## config.mk

```make
export PLATFORM = sky130hd
export DESIGN_NAME = i2c_eeprom_access_sequencer_unit
export DESIGN_NICKNAME = d
export VERILOG_FILES = /design/src/rtl/core/ieas_pkg.sv /design/src/rtl/core/i2c_eeprom_access_sequencer_unit.sv
export VERILOG_INCLUDE_DIRS = /design/src /design/src/rtl/core
export SDC_FILE = /design/constraint.sdc
export NUM_CORES = 1
export LEC_CHECK = 0
export BUFFER_PORTS_ARGS = -buffer_cell sky130_fd_sc_hd__buf_4
export CAP_MARGIN = 40
export CORE_MARGIN = 2
export CORE_UTILIZATION = 45
export DETAILED_ROUTE_END_ITERATION = 10
export HOLD_SLACK_MARGIN = 0.12
export PLACE_DENSITY = 0.7
export SLEW_MARGIN = 20
export SYNTH_ARGS = -nofsm -noshare
export SYNTH_HDL_FRONTEND = slang
export SYNTH_SLANG_ARGS = --single-unit
```

## constraint.sdc

```tcl
create_clock -name clock -period 2.9 [get_ports clock]
set_clock_uncertainty 0.15 [all_clocks]
set_input_delay 0.29 -clock clock [delete_from_list [all_inputs] [get_ports clock]]
set_output_delay 0.29 -clock clock [all_outputs]
set_load 0.01 [all_outputs]
```

## src/rtl/core/assert_macros.svh

```systemverilog
// Assertion macros shared by the sequencer RTL.
// Depends on nothing; the assertion bodies drop out when SYNTH is defined.
`ifndef ASSERT_MACROS_SVH
`define ASSERT_MACROS_SVH
`ifndef SYNTH
// Check a property on every rising clock edge, disabled while reset is high.
`define ASSERT_AT(name, clk, rst, prop) \
   name: assert property (@(posedge clk) disable iff (rst) prop) \
      else $error("assertion failed");
// Check that an expression is never true outside reset.
`define ASSERT_NEVER(name, clk, rst, expr) \
   name: assert property (@(posedge clk) disable iff (rst) !(expr)) \
      else $error("forbidden condition seen");
`else
`define ASSERT_AT(name, clk, rst, prop)
`define ASSERT_NEVER(name, clk, rst, expr)
`endif
`endif

```

## src/rtl/core/ieas_pkg.sv

```systemverilog
// Types, codes and reset constants of the I2C EEPROM access sequencer.
// Depends on nothing; used by i2c_eeprom_access_sequencer_unit.
package ieas_pkg;

   localparam int ACTION_W   = 2;
   localparam int REQ_ADDR_W = 12;
   localparam int LENGTH_W   = 16;
   localparam int BYTE_W     = 8;
   localparam int KIND_W     = 4;
   localparam int CSR_IDX_W  = 1;
   localparam int CSR_DATA_W = 16;

   localparam logic [BYTE_W-1:0]   DEVICE_ADDRESS_RESET = 8'hA0;
   localparam logic [LENGTH_W-1:0] POLL_LIMIT_RESET     = 16'hFFFF;

   localparam logic [CSR_IDX_W-1:0] CSR_DEVICE_ADDRESS = 1'b0;
   localparam logic [CSR_IDX_W-1:0] CSR_POLL_LIMIT     = 1'b1;

   typedef enum logic [ACTION_W-1:0] {
      ACT_READ  = 2'd0,
      ACT_WRITE = 2'd1,
      ACT_DATA  = 2'd2,
      ACT_BUS   = 2'd3
   } action_type;

   typedef enum logic [KIND_W-1:0] {
      KIND_START   = 4'd0,
      KIND_SEND    = 4'd1,
      KIND_RX_ACK  = 4'd2,
      KIND_RX_NACK = 4'd3,
      KIND_RESTART = 4'd4,
      KIND_STOP    = 4'd5,
      KIND_READ    = 4'd6,
      KIND_NEED    = 4'd7,
      KIND_DONE    = 4'd8,
      KIND_ERROR   = 4'd9
   } kind_type;

   typedef enum logic [2:0] {
      PH_IDLE  = 3'd0,
      PH_DEV   = 3'd1,
      PH_AHI   = 3'd2,
      PH_ALO   = 3'd3,
      PH_DEVR  = 3'd4,
      PH_RDATA = 3'd5,
      PH_NEED  = 3'd6,
      PH_WDATA = 3'd7
   } phase_type;

   typedef struct packed {
      kind_type          kind;
      logic [BYTE_W-1:0] bus_byte;
      logic [BYTE_W-1:0] host_byte;
   } rsp_type;

   function automatic rsp_type make_rsp(kind_type k, logic [BYTE_W-1:0] bo,
                                        logic [BYTE_W-1:0] hb);
      rsp_type r;
      r.kind      = k;
      r.bus_byte  = bo;
      r.host_byte = hb;
      return r;
   endfunction

endpackage

```

## src/rtl/core/i2c_eeprom_access_sequencer_unit.sv

```systemverilog
// I2C EEPROM access sequencer: turns host requests and bus completions into I2C primitives.
// Depends on ieas_pkg and assert_macros.svh.
//
//   channel | direction | handshake              | payload
//   --------+-----------+------------------------+------------------------------------------
//   req_    | in        | req_valid / req_stall  | action, address, length, data_byte,
//           |           |                        | bus_ack, bus_byte
//   rsp_    | out       | rsp_valid / rsp_stall  | kind, bus_byte_out, host_byte, last
//   csr_    | in        | csr_write              | csr_index, csr_data
//
// Each transaction is decoded combinationally against the state registers and its
// zero to three results land in a three-slot result buffer; one result leaves per cycle
// while rsp_stall is low. A new transaction is taken when the buffer is empty or its
// final result leaves in the same cycle, so one-result transactions run back to back and
// a transaction with k results holds the result port until all k have left.
// rsp_stall holds the buffer and therefore req_stall. Reset (synchronous) empties the
// buffer, returns the phase to idle and loads the register reset values.
// A new request's page offset is worked out through the ld1_ff and ld2_ff stages.
module i2c_eeprom_access_sequencer_unit #(
   parameter int PAGE_BYTES   = 32,
   parameter int ADDRESS_BITS = 12
) (
   input  logic                                clock,
   input  logic                                reset,
   input  logic                                req_valid,
   output logic                                req_stall,
   input  logic [ieas_pkg::ACTION_W-1:0]       req_action,
   input  logic [ieas_pkg::REQ_ADDR_W-1:0]     req_address,
   input  logic [ieas_pkg::LENGTH_W-1:0]       req_length,
   input  logic [ieas_pkg::BYTE_W-1:0]         req_data_byte,
   input  logic                                req_bus_ack,
   input  logic [ieas_pkg::BYTE_W-1:0]         req_bus_byte,
   output logic                                rsp_valid,
   input  logic                                rsp_stall,
   output logic [ieas_pkg::KIND_W-1:0]         rsp_kind,
   output logic [ieas_pkg::BYTE_W-1:0]         rsp_bus_byte_out,
   output logic [ieas_pkg::BYTE_W-1:0]         rsp_host_byte,
   output logic                                rsp_last,
   input  logic                                csr_write,
   input  logic [ieas_pkg::CSR_IDX_W-1:0]      csr_index,
   input  logic [ieas_pkg::CSR_DATA_W-1:0]     csr_data
);

   `include "assert_macros.svh"

   localparam int AW  = ADDRESS_BITS;
   localparam int AW1 = ADDRESS_BITS + 1;
   localparam int PW  = $clog2(PAGE_BYTES);
   // Reciprocal for the page remainder: quotient estimate is low by at most one.
   localparam int RECIP = (2 ** ADDRESS_BITS) / PAGE_BYTES;
   localparam logic [AW-1:0]  RECIP_N   = AW'(RECIP);
   localparam logic [AW1-1:0] PAGE_W    = AW1'(PAGE_BYTES);
   localparam logic [PW-1:0]  PAGE_LAST = PW'(PAGE_BYTES - 1);

   // configuration registers
   logic [ieas_pkg::BYTE_W-1:0]   device_address_ff;
   logic [ieas_pkg::LENGTH_W-1:0] poll_limit_ff;

   // sequencing state
   ieas_pkg::phase_type           phase_ff, phase_in;
   logic                          is_write_ff, is_write_in;
   logic [AW-1:0]                 cur_addr_ff, cur_addr_in;
   logic [ieas_pkg::LENGTH_W-1:0] bytes_left_ff, bytes_left_in;
   logic [ieas_pkg::LENGTH_W-1:0] poll_count_ff, poll_count_in;
   logic [PW-1:0]                 page_off_ff, page_off_in;

   // page remainder pipeline
   logic                          ld1_ff, ld2_ff;
   logic [AW-1:0]                 quot_ff;
   logic [2*AW-1:0]               quot_prod;
   logic [AW1-1:0]                rem_raw, rem_fix;

   // result buffer
   ieas_pkg::rsp_type             slot_ff [3];
   ieas_pkg::rsp_type             slot_in [3];
   logic [1:0]                    cnt_ff, cnt_in;
   ieas_pkg::rsp_type             res [3];
   logic [1:0]                    n_res;

   logic                          req_accept, rsp_pop;
   ieas_pkg::action_type          act;
   logic                          is_request, addr_step;

   // shared decode terms
   logic [ieas_pkg::BYTE_W-1:0]   dev_w, dev_r, addr_hi, addr_lo;
   logic [AW+7:0]                 cur_wide;
   logic [AW+ieas_pkg::REQ_ADDR_W-1:0] req_wide;
   logic [ieas_pkg::LENGTH_W-1:0] poll_next, bytes_dec;
   logic                          poll_fail, bl_zero, bl_one, bl_two, page_end;

   assign act        = ieas_pkg::action_type'(req_action);
   assign rsp_pop    = rsp_valid && !rsp_stall;
   // take a transaction only if the buffer will be empty after this cycle
   assign req_stall  = !((cnt_ff == 2'd0) || ((cnt_ff == 2'd1) && rsp_pop));
   assign req_accept = req_valid && !req_stall;

   assign dev_w     = {device_address_ff[7:1], 1'b0};
   assign dev_r     = {device_address_ff[7:1], 1'b1};
   assign cur_wide  = {8'h00, cur_addr_ff};
   assign addr_hi   = cur_wide[15:8];
   assign addr_lo   = cur_addr_ff[7:0];
   assign req_wide  = {AW'(0), req_address};
   assign poll_next = poll_count_ff + 16'd1;
   assign poll_fail = (poll_next >= poll_limit_ff) || (poll_next == 16'd0);
   assign bytes_dec = bytes_left_ff - 16'd1;
   assign bl_zero   = (bytes_left_ff == 16'd0);
   assign bl_one    = (bytes_left_ff == 16'd1);
   assign bl_two    = (bytes_left_ff == 16'd2);
   // next address crosses a page when the offset tops out or the address wraps
   assign page_end  = (page_off_ff == PAGE_LAST) || (&cur_addr_ff);

   assign is_request = (act == ieas_pkg::ACT_READ) || (act == ieas_pkg::ACT_WRITE);
   // the address advances on a read byte and on an acknowledged write byte
   assign addr_step  = req_accept && (act == ieas_pkg::ACT_BUS) &&
                       ((phase_ff == ieas_pkg::PH_RDATA) ||
                        ((phase_ff == ieas_pkg::PH_WDATA) && !req_bus_ack));

   // ---------------------------------------------------------------------------
   // Configuration writes
   // ---------------------------------------------------------------------------
   always_ff @(posedge clock) begin
      if (reset) begin
         device_address_ff <= ieas_pkg::DEVICE_ADDRESS_RESET;
         poll_limit_ff     <= ieas_pkg::POLL_LIMIT_RESET;
      end else if (csr_write) begin
         unique case (csr_index)
            ieas_pkg::CSR_DEVICE_ADDRESS: device_address_ff <= csr_data[7:0];
            ieas_pkg::CSR_POLL_LIMIT:     poll_limit_ff     <= csr_data;
         endcase
      end
   end

   // ---------------------------------------------------------------------------
   // Result list of the transaction being taken
   // ---------------------------------------------------------------------------
   always_comb begin
      res[0] = ieas_pkg::make_rsp(ieas_pkg::KIND_STOP, 8'h00, 8'h00);
      res[1] = ieas_pkg::make_rsp(ieas_pkg::KIND_ERROR, 8'h00, 8'h00);
      res[2] = ieas_pkg::make_rsp(ieas_pkg::KIND_ERROR, 8'h00, 8'h00);
      n_res  = 2'd0;
      unique case (act)
         ieas_pkg::ACT_READ, ieas_pkg::ACT_WRITE: begin
            if (phase_ff == ieas_pkg::PH_IDLE) begin
               res[0] = ieas_pkg::make_rsp(ieas_pkg::KIND_START, 8'h00, 8'h00);
               res[1] = ieas_pkg::make_rsp(ieas_pkg::KIND_SEND, dev_w, 8'h00);
               n_res  = 2'd2;
            end
         end
         ieas_pkg::ACT_DATA: begin
            if (phase_ff == ieas_pkg::PH_NEED) begin
               res[0] = ieas_pkg::make_rsp(ieas_pkg::KIND_SEND, req_data_byte, 8'h00);
               n_res  = 2'd1;
            end
         end
         ieas_pkg::ACT_BUS: begin
            unique case (phase_ff)
               ieas_pkg::PH_DEV: begin
                  if (req_bus_ack) begin
                     // stop first; a write poll may retry, anything else fails
                     if (is_write_ff && !poll_fail) begin
                        res[1] = ieas_pkg::make_rsp(ieas_pkg::KIND_START, 8'h00, 8'h00);
                        res[2] = ieas_pkg::make_rsp(ieas_pkg::KIND_SEND, dev_w, 8'h00);
                        n_res  = 2'd3;
                     end else begin
                        n_res  = 2'd2;
                     end
                  end else if (is_write_ff && bl_zero) begin
                     res[1] = ieas_pkg::make_rsp(ieas_pkg::KIND_DONE, 8'h00, 8'h00);
                     n_res  = 2'd2;
                  end else begin
                     res[0] = ieas_pkg::make_rsp(ieas_pkg::KIND_SEND, addr_hi, 8'h00);
                     n_res  = 2'd1;
                  end
               end
               ieas_pkg::PH_AHI: begin
                  if (req_bus_ack) begin
                     n_res  = 2'd2;
                  end else begin
                     res[0] = ieas_pkg::make_rsp(ieas_pkg::KIND_SEND, addr_lo, 8'h00);
                     n_res  = 2'd1;
                  end
               end
               ieas_pkg::PH_ALO: begin
                  if (req_bus_ack) begin
                     n_res  = 2'd2;
                  end else if (is_write_ff) begin
                     res[0] = ieas_pkg::make_rsp(ieas_pkg::KIND_NEED, 8'h00, 8'h00);
                     n_res  = 2'd1;
                  end else begin
                     res[0] = ieas_pkg::make_rsp(ieas_pkg::KIND_RESTART, 8'h00, 8'h00);
                     res[1] = ieas_pkg::make_rsp(ieas_pkg::KIND_SEND, dev_r, 8'h00);
                     n_res  = 2'd2;
                  end
               end
               ieas_pkg::PH_DEVR: begin
                  if (req_bus_ack) begin
                     n_res  = 2'd2;
                  end else if (bl_zero) begin
                     res[1] = ieas_pkg::make_rsp(ieas_pkg::KIND_DONE, 8'h00, 8'h00);
                     n_res  = 2'd2;
                  end else begin
                     res[0] = ieas_pkg::make_rsp(bl_one ? ieas_pkg::KIND_RX_NACK
                                                        : ieas_pkg::KIND_RX_ACK,
                                                 8'h00, 8'h00);
                     n_res  = 2'd1;
                  end
               end
               ieas_pkg::PH_RDATA: begin
                  res[0] = ieas_pkg::make_rsp(ieas_pkg::KIND_READ, 8'h00, req_bus_byte);
                  if (bl_one) begin
                     res[1] = ieas_pkg::make_rsp(ieas_pkg::KIND_STOP, 8'h00, 8'h00);
                     res[2] = ieas_pkg::make_rsp(ieas_pkg::KIND_DONE, 8'h00, 8'h00);
                     n_res  = 2'd3;
                  end else begin
                     res[1] = ieas_pkg::make_rsp(bl_two ? ieas_pkg::KIND_RX_NACK
                                                        : ieas_pkg::KIND_RX_ACK,
                                                 8'h00, 8'h00);
                     n_res  = 2'd2;
                  end
               end
               ieas_pkg::PH_WDATA: begin
                  if (req_bus_ack) begin
                     n_res  = 2'd2;
                  end else if (bl_one || page_end) begin
                     res[1] = ieas_pkg::make_rsp(ieas_pkg::KIND_START, 8'h00, 8'h00);
                     res[2] = ieas_pkg::make_rsp(ieas_pkg::KIND_SEND, dev_w, 8'h00);
                     n_res  = 2'd3;
                  end else begin
                     res[0] = ieas_pkg::make_rsp(ieas_pkg::KIND_NEED, 8'h00, 8'h00);
                     n_res  = 2'd1;
                  end
               end
               ieas_pkg::PH_IDLE, ieas_pkg::PH_NEED: begin
                  n_res = 2'd0;
               end
            endcase
         end
      endcase
   end

   // ---------------------------------------------------------------------------
   // Next state of the sequencer
   // ---------------------------------------------------------------------------
   always_comb begin
      phase_in      = phase_ff;
      is_write_in   = is_write_ff;
      cur_addr_in   = cur_addr_ff;
      bytes_left_in = bytes_left_ff;
      poll_count_in = poll_count_ff;
      if (req_accept) begin
         unique case (act)
            ieas_pkg::ACT_READ, ieas_pkg::ACT_WRITE: begin
               if (phase_ff == ieas_pkg::PH_IDLE) begin
                  phase_in      = ieas_pkg::PH_DEV;
                  is_write_in   = (act == ieas_pkg::ACT_WRITE);
                  cur_addr_in   = req_wide[AW-1:0];
                  bytes_left_in = req_length;
                  poll_count_in = 16'd0;
               end
            end
            ieas_pkg::ACT_DATA: begin
               if (phase_ff == ieas_pkg::PH_NEED) begin
                  phase_in = ieas_pkg::PH_WDATA;
               end
            end
            ieas_pkg::ACT_BUS: begin
               unique case (phase_ff)
                  ieas_pkg::PH_DEV: begin
                     if (is_write_ff && req_bus_ack) begin
                        poll_count_in = poll_next;
                        phase_in      = poll_fail ? ieas_pkg::PH_IDLE : ieas_pkg::PH_DEV;
                     end else if (req_bus_ack) begin
                        phase_in = ieas_pkg::PH_IDLE;
                     end else begin
                        if (is_write_ff) begin
                           poll_count_in = 16'd0;
                        end
                        phase_in = (is_write_ff && bl_zero) ? ieas_pkg::PH_IDLE
                                                            : ieas_pkg::PH_AHI;
                     end
                  end
                  ieas_pkg::PH_AHI: begin
                     phase_in = req_bus_ack ? ieas_pkg::PH_IDLE : ieas_pkg::PH_ALO;
                  end
                  ieas_pkg::PH_ALO: begin
                     priority if (req_bus_ack) begin
                        phase_in = ieas_pkg::PH_IDLE;
                     end else if (is_write_ff) begin
                        phase_in = ieas_pkg::PH_NEED;
                     end else begin
                        phase_in = ieas_pkg::PH_DEVR;
                     end
                  end
                  ieas_pkg::PH_DEVR: begin
                     phase_in = (req_bus_ack || bl_zero) ? ieas_pkg::PH_IDLE
                                                         : ieas_pkg::PH_RDATA;
                  end
                  ieas_pkg::PH_RDATA: begin
                     cur_addr_in   = cur_addr_ff + AW'(1);
                     bytes_left_in = bytes_dec;
                     phase_in      = bl_one ? ieas_pkg::PH_IDLE : ieas_pkg::PH_RDATA;
                  end
                  ieas_pkg::PH_WDATA: begin
                     if (req_bus_ack) begin
                        phase_in = ieas_pkg::PH_IDLE;
                     end else begin
                        cur_addr_in   = cur_addr_ff + AW'(1);
                        bytes_left_in = bytes_dec;
                        if (bl_one || page_end) begin
                           poll_count_in = 16'd0;
                           phase_in      = ieas_pkg::PH_DEV;
                        end else begin
                           phase_in = ieas_pkg::PH_NEED;
                        end
                     end
                  end
                  ieas_pkg::PH_IDLE, ieas_pkg::PH_NEED: begin
                     phase_in = phase_ff;
                  end
               endcase
            end
         endcase
      end
   end

   // ---------------------------------------------------------------------------
   // Page offset: remainder of the start address, then count with the address
   // ---------------------------------------------------------------------------
   assign quot_prod = {AW'(0), cur_addr_ff} * {AW'(0), RECIP_N};
   assign rem_raw   = {1'b0, cur_addr_ff} - ({1'b0, quot_ff} * PAGE_W);
   assign rem_fix   = (rem_raw >= PAGE_W) ? (rem_raw - PAGE_W) : rem_raw;

   always_comb begin
      page_off_in = page_off_ff;
      if (ld2_ff) begin
         page_off_in = rem_fix[PW-1:0];
      end else if (addr_step) begin
         page_off_in = page_end ? PW'(0) : (page_off_ff + PW'(1));
      end
   end

   always_ff @(posedge clock) begin
      quot_ff <= quot_prod[2*AW-1:AW];
      if (reset) begin
         ld1_ff <= 1'b0;
         ld2_ff <= 1'b0;
      end else begin
         // start address sits in cur_addr_ff while ld1_ff and ld2_ff carry the load
         ld1_ff <= req_accept && is_request && (phase_ff == ieas_pkg::PH_IDLE);
         ld2_ff <= ld1_ff;
      end
   end

   always_ff @(posedge clock) begin
      if (reset) begin
         phase_ff      <= ieas_pkg::PH_IDLE;
         is_write_ff   <= 1'b0;
         cur_addr_ff   <= '0;
         bytes_left_ff <= '0;
         poll_count_ff <= '0;
         page_off_ff   <= '0;
      end else begin
         phase_ff      <= phase_in;
         is_write_ff   <= is_write_in;
         cur_addr_ff   <= cur_addr_in;
         bytes_left_ff <= bytes_left_in;
         poll_count_ff <= poll_count_in;
         page_off_ff   <= page_off_in;
      end
   end

   // ---------------------------------------------------------------------------
   // Result buffer: load a whole transaction's results, drain from slot 0
   // ---------------------------------------------------------------------------
   always_comb begin
      slot_in = slot_ff;
      cnt_in  = cnt_ff;
      if (req_accept) begin
         slot_in = res;
         cnt_in  = n_res;
      end else if (rsp_pop) begin
         slot_in[0] = slot_ff[1];
         slot_in[1] = slot_ff[2];
         cnt_in     = cnt_ff - 2'd1;
      end
   end

   always_ff @(posedge clock) begin
      slot_ff <= slot_in;
      if (reset) begin
         cnt_ff <= 2'd0;
      end else begin
         cnt_ff <= cnt_in;
      end
   end

   assign rsp_valid        = (cnt_ff != 2'd0);
   assign rsp_kind         = slot_ff[0].kind;
   assign rsp_bus_byte_out = slot_ff[0].bus_byte;
   assign rsp_host_byte    = slot_ff[0].host_byte;
   assign rsp_last         = (cnt_ff == 2'd1);

   // ---------------------------------------------------------------------------
   // Assertions
   // ---------------------------------------------------------------------------
   `ASSERT_AT(a_need_is_write, clock, reset, (phase_ff == ieas_pkg::PH_NEED || phase_ff == ieas_pkg::PH_WDATA) |-> is_write_ff)
   `ASSERT_AT(a_rdata_has_bytes, clock, reset, (phase_ff == ieas_pkg::PH_RDATA) |-> (!is_write_ff && !bl_zero))
   `ASSERT_AT(a_idle_ends_clean, clock, reset, (rsp_last && phase_ff == ieas_pkg::PH_IDLE) |-> (rsp_kind == ieas_pkg::KIND_DONE || rsp_kind == ieas_pkg::KIND_ERROR))
   `ASSERT_AT(a_pop_drains, clock, reset, (rsp_pop && !req_accept) |=> (cnt_ff == $past(cnt_ff) - 2'd1))

endmodule

```

# After elaboration in Yosys (flattened, before gate mapping)
# Cells that the tools add are included.
# word_totals
ff_bits	148
input_bits	69
out_inout_bits	23
wordCells	175
# classes
add_sub_neg	7
order_cmp	2
eq_ne	23
mux	81
bitwise	1
reduce_logical	40
# op_table
cell	n
$mux W40	5
$mux W16	8
$pmux W16 S2	4
$pmux W20 S3	2
$pmux W20 S6	1
$pmux W20 S5	1
$mux W19	5
$mux W20	4
$mux W39	2
$mux W58	1
$mux W17	3
$pmux W12 S2	2
$pmux W20 S2	1
$mux W18	2
$mux W2	17
$logic_not A16 Y1	2
$mux W12	2
$mux W3	7
$mux W5	4
$pmux W3 S6	1
$add A16 B1 Y16 const B	1
$eq A16 B1 Y1 const B	1
$eq A16 B2 Y1 const B	1
$ge A16 B16 Y1	1
36 further kinds	76

# Longest topological paths before layout
# Gate-level depths: netlist of the first run.
# depth
word_depth	10
depth_mapped	13
mapped_depth_nobuf	12

# Worst setup path after synthesis of the first run
# No wires, ideal clock.
# synth_path
kind	flip-flop to flip-flop
start	register poll_count_ff[0] in the netlist's numbering
end	register slot_ff[39] in the netlist's numbering, data pin
setup_ns	0.259
arrival_ns	2.643
required_ns	2.491
slack_ns	-0.152
path_stages_with_launch	13
n_path_buf	1
synth_period_minus_slack_ns	3.052
path_cell_list	dfxtp_1 -> ha_1 -> buf_4 -> nand3_2 -> nor2_1 -> nand2_1 -> xnor2_1 -> ha_1 -> a21o_1 -> a211oi_1 -> o311a_1 -> o2bb2ai_1 -> a211o_1
# synth_lines
item	line_no	text
from (decl)	i2c_eeprom_access_sequencer_unit.sv:64	logic [ieas_pkg::LENGTH_W-1:0] poll_count_ff, poll_count_in;
from (signal assigned)	i2c_eeprom_access_sequencer_unit.sv:367	poll_count_ff <= poll_count_in;
to (signal assigned)	i2c_eeprom_access_sequencer_unit.sv:389	slot_ff <= slot_in;
to (decl)	i2c_eeprom_access_sequencer_unit.sv:74	ieas_pkg::rsp_type slot_ff [3];

# Worst setup path after layout of the first run
# layout_path
start	register poll_count_ff[1] in the netlist's numbering
end	register slot_ff[19] in the netlist's numbering, data pin
# layout_between
elab_chain_len	8
elab_cells_between_ends	9
classes_between	1 x add/sub; 1 x order compare; 3 x mux; 4 x reduce/logical
# layout_rtl
item	line_no	text
$add A16 B1 Y16 (*)	i2c_eeprom_access_sequencer_unit.sv:103	assign poll_next = poll_count_ff + 16'd1;
$ge A16 B16 Y1 or $logic_not A16 Y1 (tied branches)	i2c_eeprom_access_sequencer_unit.sv:104	assign poll_fail = (poll_next >= poll_limit_ff) || (poll_next == 16'd0);
$logic_or A1 B1 Y1 (*)	i2c_eeprom_access_sequencer_unit.sv:104	
$logic_not A1 Y1 (*)	i2c_eeprom_access_sequencer_unit.sv:160	if (is_write_ff && !poll_fail) begin
$logic_and A1 B1 Y1 (*)	i2c_eeprom_access_sequencer_unit.sv:160	
$mux W40 (*)	i2c_eeprom_access_sequencer_unit.sv:160	
$mux W20 (*)	i2c_eeprom_access_sequencer_unit.sv:158	if (req_bus_ack) begin
$pmux W20 S3 (*)	i2c_eeprom_access_sequencer_unit.sv:156	unique case (phase_ff)
# Mark *: on every way between the ends. The rest lies on a longest branch, timed or not.
# A chain may end at the register's enable or synchronous reset.

==> flow_metrics.env, run 1 <==
export IMPL_outcome="finished clean"
export IMPL_grt_total_usage_pct=24.0
export IMPL_route_detailed_drc=0
export IMPL_hold_viol=0
export IMPL_drt_antenna_violating_nets=0
export IMPL_clock_sinks=121
export IMPL_final_area_um2=9730
export IMPL_area_growth_synth_to_final_pct=32.9
export IMPL_synth_edf_count=41
export IMPL_tritoncts="done"
export IMPL_final_util_pct=61.2
export IMPL_ys_types=77
export IMPL_final_fill_count=1359
export IMPL_multi_input_area_um2=4120
export IMPL_die_w_um=132
export IMPL_power_density_nw_per_um2=594
export IMPL_grt_pass1_wl_mm=34.0
export IMPL_path_delay_family="compound AO/OA/AOI/OAI gates"
export IMPL_place_gp_congestion=0.953
export IMPL_routedWlPerCell_um=16.7
export IMPL_seq_area_um2=2850
export IMPL_syn_nets=966
export IMPL_drt_iter0_drc=599
export IMPL_setup_violations=0
export IMPL_grt_pass1_vias=6977
export IMPL_relSlewSlack_pct=45.6
export IMPL_rows=46
export IMPL_synthArstFlopShare_pct=0
export IMPL_clock_latency_ns=0.42
export IMPL_grt_ovfl_total=0
export IMPL_cp_max_fo=8
export IMPL_vias=7193
export IMPL_final_layout_size_suffix_gt1_share_pct=22.2
export IMPL_antenna_found_initial=1
export IMPL_endpoint_kind="flip-flop"
export IMPL_ys_ff_latch=121
export IMPL_rr_worst_depth=11
export IMPL_worstMarginPinSlew_ns=0.816
export IMPL_vias_per_cell=5.74
export IMPL_clk_pin_slew_worst_paths_ns=0.06
export IMPL_grt_max_degree=59
export IMPL_die_height_um=132
export IMPL_fmax_mhz=356
export IMPL_synth_area_um2=7320
export IMPL_cp_num_cells=11
export IMPL_cts_buffer_depth=2
export IMPL_critPathBufInv=0
export IMPL_critPathSlowestCell="dfxtp_4"
export IMPL_vdd_ir_drop_max_v=0.000438
export IMPL_min_period_over_period_pct=96.9
export IMPL_ios=92
export IMPL_cap_violations=0
export IMPL_max_stage_delay_ns=0.38
export IMPL_h_tree_depth=4
export IMPL_seq_area_frac_synth_pct=38.7
export IMPL_hold_depth=3
export IMPL_min_path_type="in -> reg"
export IMPL_rsz0062_at_grt="yes"
export IMPL_ys_flop_type="dfxtp_1"
export IMPL_cp_data_arrival_time_ns=2.83
export IMPL_dpl_hpwl_mm=13.9
export IMPL_finalMaxSlewViolations=0
export IMPL_yosysWarnings=0
export IMPL_cts_buffers_inserted=17
export IMPL_syn_area_per_cell_um2=8.40
export IMPL_crit_chain="ha_4 -> nand3_4 -> nor2_4 -> nand2_1 -> xnor2_2 -> ha_4 -> a21o_1 -> a211oi_2 -> o311a_4 -> o211ai_4 -> a21o_1"
export IMPL_path_class="reg -> reg"
export IMPL_p_leak_nw=3.97
export IMPL_postPlaceCellArea_um2=8340
export IMPL_drt_total_wl_mm=20.9
export IMPL_initial_utilization_pct=46.1
export IMPL_dr_pass1_iters=6
export IMPL_portBuffers=91
export IMPL_worstPathRequired_ns=2.92
export IMPL_final_min_clock_period_ns=2.81
export IMPL_die_area_um2=17300
export IMPL_syn_instance_count=871
export IMPL_final_nets=1119
export IMPL_clock_root_buffer="clkbuf_16"
export IMPL_core_um2=15900
export IMPL_cp_start_kind="flip-flop"
[power by group]
part / switching (mW) / leakage [nW] / internal, mW
combinational: 0.870 / 2.64 / 0.672
clock: 0.835 / 0.271 / 1.20
sequential: 0.151 / 1.06 / 2.05
[worst register-to-register path, cell delays in order, from the launching register on]
cell	delay [ns]
dfxtp_4	0.38
ha_4	0.17
nand3_4	0.13
nor2_4	0.12
nand2_1	0.09
xnor2_2	0.23
ha_4	0.25
a21o_1	0.21
a211oi_2	0.25
o311a_4	0.27
o211ai_4	0.13
a21o_1	0.18
[cells in the mapped netlist (all sizes together), types with 27 or more instances]
master | count | share of area [%]
nand2 | 107 | 5.5
dfxtp | 80 | 22
nor2 | 68 | 3.5
nand3 | 60 | 4.3
a21oi | 51 | 3.5
buf | 48 | 4.1
o21ai | 46 | 3.1
edfxtp | 41 | 17
inv | 34 | 1.7
clkbuf | 32 | 1.7
a211oi | 27 | 2.8
[metal layers]
layer	track usage, %	vias to the layer above	share of wire [%]	wire length (µm)
met3	5.48	66	5.9	1240
met4	11.2	0	3.7	779
met5	0	-	0	0
met1	29.4	3365	42	8860
li1	-	3504	-	-
met2	40.0	258	48	10100
[cell type report]
type	count	area share (%)
Sequential cell	121	29.2
Inverter	35	1.35
Tap cell	216	2.78
Clock inverter	14	1.45
Clock buffer	18	4.41
Antenna cell	1	0.0257
Multi-Input combinational cell	635	42.3
Timing Repair Buffer	214	18.4
[layout by cell type (no fill, tap or decap), types with 5 or more instances in the layout]
cell type,instances
nand2b_1,10
edfxtp_1,41
clkbuf_16,17
nand2_1,106
o21ai_0,38
nor2b_1,7
nand4_1,12
a22o_1,15
a211o_1,7
a211oi_1,22
inv_1,34
and4_1,5
xor2_1,7
buf_4,148
o21ai_1,6
ha_1,24
nor3_1,24
a21oi_1,51
nand3_1,57
and3_1,13
o22ai_1,9
a311oi_1,7
xnor2_1,8
o31ai_1,10
a211oi_2,5
a21o_1,7
dlygate4sd3_1,63
nor2_1,66
or3_1,5
and2_1,7
dfxtp_1,74
a22oi_1,16
[path summary, 6_finish.rpt]
kind	startpoint	endpoint	slack [ns]
max reg2reg	poll_count_ff[1]$_SDFFE_PP0P_	slot_ff[19]$_SDFFCE_PN1P_	0.09
min reg2reg	ld1_ff$_SDFF_PP0_	ld2_ff$_SDFF_PP0_	0.30
max	poll_count_ff[1]$_SDFFE_PP0P_	slot_ff[19]$_SDFFCE_PN1P_	0.09
min	req_data_byte[3]	rsp_bus_byte_out[3]$_DFFE_PP_	0.13
[repair_timing]
item	4_1_cts	5_1_grt
cloned	0	0
setup endpoints to repair	12	12
resized for setup	9	24
pin swaps	2	14
hold buffers	63	0
hold endpoints to repair	58	0
buffers inserted	0	2
[registers in the layout (all words and copies together) (netlist names)]
| signal | flops |
|---|---|
| cnt_ff | 2 |
| page_off_ff | 5 |
| cur_addr_ff | 12 |
| ld2_ff | 1 |
| poll_limit_ff | 16 |
| phase_ff | 3 |
| rsp_host_byte | 8 |
| is_write_ff | 1 |
| poll_count_ff | 16 |
| rsp_kind | 4 |
| device_address_ff | 7 |
| ld1_ff | 1 |
| bytes_left_ff | 16 |
| rsp_bus_byte_out | 8 |
| slot_ff | 21 |
[through the flow]
| step | setup slack [ns] | std cells | hold slack [ns] | setup TNS, ns | power (mW) |
|---|---|---|---|---|---|
| final | 0.0905 | 1254 | 0.134 | 0 | 5.78 |
| after global routing | -0.0882 | 1254 | 0.144 | -0.445 | 6.06 |
| after CTS | 0.0140 | 1251 | 0.121 | 0 | 5.78 |
| after detailed placement | -0.103 | 1156 | 0.285 | -0.610 | 3.68 |
| after global placement | -0.0222 | 1156 | 0.265 | -0.0316 | 3.66 |
| after floorplan | 0.00272 | 871 | 0.264 | 0 | 3.24 |
[cells by family after synthesis]
family | count (synthesis) | share of synthesized area, %
buffers and inverters | 115 | 7.57
muxes | 3 | 0.410
xor gates and xnor gates | 17 | 2.03
adders and majority gates | 26 | 4.45
and+or+nand+nor | 350 | 24.2
DFF | 121 | 38.7
AOI/OAI and AO/OA | 239 | 22.6
(Power assumes the default switching activity.)
==> run 2, diff against run 1 <==
CORE_UTILIZATION = 50   (was 45)
PLACE_DENSITY = 0.76   (was 0.7)
==> run 2 against run 1 <==
Hold slack got worse by 0.0062 ns. First-iteration DRC count decreased by 7.8%. Total power about the same. Highest routed layer unchanged. Cell count decreased by 3.2%. Cell area decreased by 1.4%. Sequential power about the same. Global-route usage increased by 1.7 points. Via count decreased by 0.99%. Routed wire length decreased by 2.3%. Largest power group unchanged.
==> flow_metrics.env, run 2 (synthesis gave the netlist of run 1 again) <==
export IMPL_outcome="finished clean"
export IMPL_dp_cells=1115
export IMPL_grt_ovfl_total=0
export IMPL_drt_iter0_drc=552
export IMPL_worstPathRequired_ns=2.92
export IMPL_min_path_type="in -> reg"
export IMPL_initial_utilization_pct=50.7
export IMPL_whs_ns=0.128
export IMPL_antenna_found_initial=0
export IMPL_final_fill_count=1207
export IMPL_vias=7122
export IMPL_drt_total_wl_mm=20.4
export IMPL_rows=44
export IMPL_relSlewSlack_pct=46.2
export IMPL_core_um2=14400
export IMPL_largest_reg_flops=21
export IMPL_portBuffers=91
export IMPL_grt_total_usage_pct=25.7
export IMPL_final_common_cell="buf_4"
export IMPL_setup_violations=0
export IMPL_seq_area_um2=2850
export IMPL_dr_pass1_iters=5
export IMPL_final_nets=1112
export IMPL_final_layout_size_suffix_gt1_share_pct=20.9
export IMPL_cap_violations=0
export IMPL_top_register="slot_ff"
export IMPL_final_min_clock_period_ns=2.85
export IMPL_n_antenna_cell=0
export IMPL_clock_sinks=121
export IMPL_clock_root_buffer="clkbuf_16"
export IMPL_final_cell_mix="buf_4, nand2_1, dfxtp_1"
export IMPL_grt_pass1_wl_mm=33.0
export IMPL_critPathSlowestCell="dfxtp_4"
export IMPL_cts_buffer_depth=2
export IMPL_finalMaxSlewViolations=0
export IMPL_grt_pass1_vias=6742
export IMPL_cp_max_fo=9
export IMPL_route_detailed_drc=0
export IMPL_place_gp_congestion=0.947
export IMPL_fmax_mhz=351
export IMPL_path_class="reg -> reg"
export IMPL_hold_viol=0
export IMPL_die_area_um2=15600
export IMPL_p_leak_nw=3.90
export IMPL_vias_per_cell=5.87
export IMPL_cp_start_kind="flip-flop"
export IMPL_cp_data_arrival_time_ns=2.87
export IMPL_endpoint_kind="flip-flop"
export IMPL_worstMarginPinSlew_ns=0.807
export IMPL_h_tree_depth=4
export IMPL_max_stage_delay_ns=0.37
export IMPL_min_period_over_period_pct=98.3
export IMPL_die_w_um=125
export IMPL_dpl_hpwl_mm=13.7
export IMPL_grt_max_degree=50
export IMPL_layout_cells_non_filler=1214
export IMPL_ios=92
export IMPL_die_height_um=125
export IMPL_drt_antenna_violating_nets=0
export IMPL_power_density_nw_per_um2=603
export IMPL_multi_input_area_um2=4080
export IMPL_vdd_ir_drop_max_v=0.000430
export IMPL_cts_buffers_inserted=17
export IMPL_tritoncts="done"
export IMPL_clk_pin_slew_worst_paths_ns=0.06
export IMPL_rsz0062_at_grt="yes"
export IMPL_area_growth_synth_to_final_pct=31.0
export IMPL_clock_latency_ns=0.41
export IMPL_routedWlPerCell_um=16.8
export IMPL_crit_chain="buf_4 -> nand3_4 -> nor3_2 -> xnor2_1 -> ha_1 -> a211oi_1 -> o21ai_0 -> nand2b_4 -> o311a_4 -> o2bb2ai_1 -> a211o_1"
## run 2: changes by cell type in the layout (fill, tap and decap cells not counted), moves of 2 or more
| cell | previous run | this run |
|---|---|---|
| clkinv_4 | 4 | 0 |
| inv_6 | 3 | 0 |
| buf_4 | 148 | 141 |
| clkbuf_8 | 0 | 2 |
| inv_8 | 2 | 0 |
| o21ai_0 | 38 | 40 |
| xnor2_2 | 2 | 0 |
| xnor2_1 | 8 | 10 |
| clkbuf_1 | 1 | 5 |
## run 2: area by class of cell
| class | count | share of cell area [%] |
|---|---|---|
| Clock buffer | 24 | 4.92 |
| Clock inverter | 8 | 1.00 |
| Multi-Input combinational cell | 635 | 42.5 |
| Inverter | 35 | 1.37 |
| Sequential cell | 121 | 29.7 |
| Tap cell | 184 | 2.40 |
| Timing Repair Buffer | 207 | 18.1 |
## run 2: through the flow
step | utilization (%) | power, mW | worst slack (ns) | cell area [µm²] | setup TNS [ns]
floorplan | - | 3.24 | 0.00272 | 7340 | 0
detailed placement | 57.1 | 3.68 | -0.0441 | 8230 | -0.137
CTS | 65.5 | 5.79 | 0.00506 | 9450 | 0
global placement | 57.1 | 3.65 | 0.0308 | 8230 | 0
finish | 66.5 | 5.78 | 0.0499 | 9590 | 0
global route | 66.5 | 6.06 | -0.0530 | 9590 | -0.371
## run 2: report_power, final
part / internal [mW] / switching, mW
clock network: 1.30 / 0.736
registers: 2.05 / 0.158
logic: 0.665 / 0.862
## run 2: timing repair
action	in CTS	in global routing
pin swaps	2	9
hold endpoints to repair	61	0
gates cloned	0	0
gates resized for setup	4	23
hold buffers	63	0
buffers inserted	0	3
endpoints found under the setup margin	11	12
## run 2: path summary, 6_finish.rpt
| check | cells after the start | endpoint | slack, ns | startpoint |
|---|---|---|---|---|
| setup / recovery | 11 | slot_ff[39]$_DFFE_PP_ | 0.05 | poll_count_ff[0]$_SDFFE_PP0P_ |
| hold / removal | 3 | rsp_bus_byte_out[7]$_DFFE_PP_ | 0.13 | req_data_byte[7] |
| setup reg to reg | 11 | slot_ff[39]$_DFFE_PP_ | 0.05 | poll_count_ff[0]$_SDFFE_PP0P_ |
| hold reg to reg | 1 | ld2_ff$_SDFF_PP0_ | 0.29 | ld1_ff$_SDFF_PP0_ |
## run 2: worst max-delay path: cells and delay by family, from the launching register on
family,cells,cell delay (ns)
AO/OA/AOI/OAI,5,0.94
XOR/XNOR,1,0.19
adder cells (fa/ha/maj),1,0.31
buffers and inverters,1,0.15
flip-flops,1,0.37
AND/OR/NAND/NOR,3,0.49
## run 2: metal layers
metal,GRT usage [%],vias up,share of wire (%)
met2,42.6,292,48
met5,0,-,0
met1,32.4,3299,42
met3,6.12,44,6.9
li1,-,3487,-
met4,10.7,0,2.9
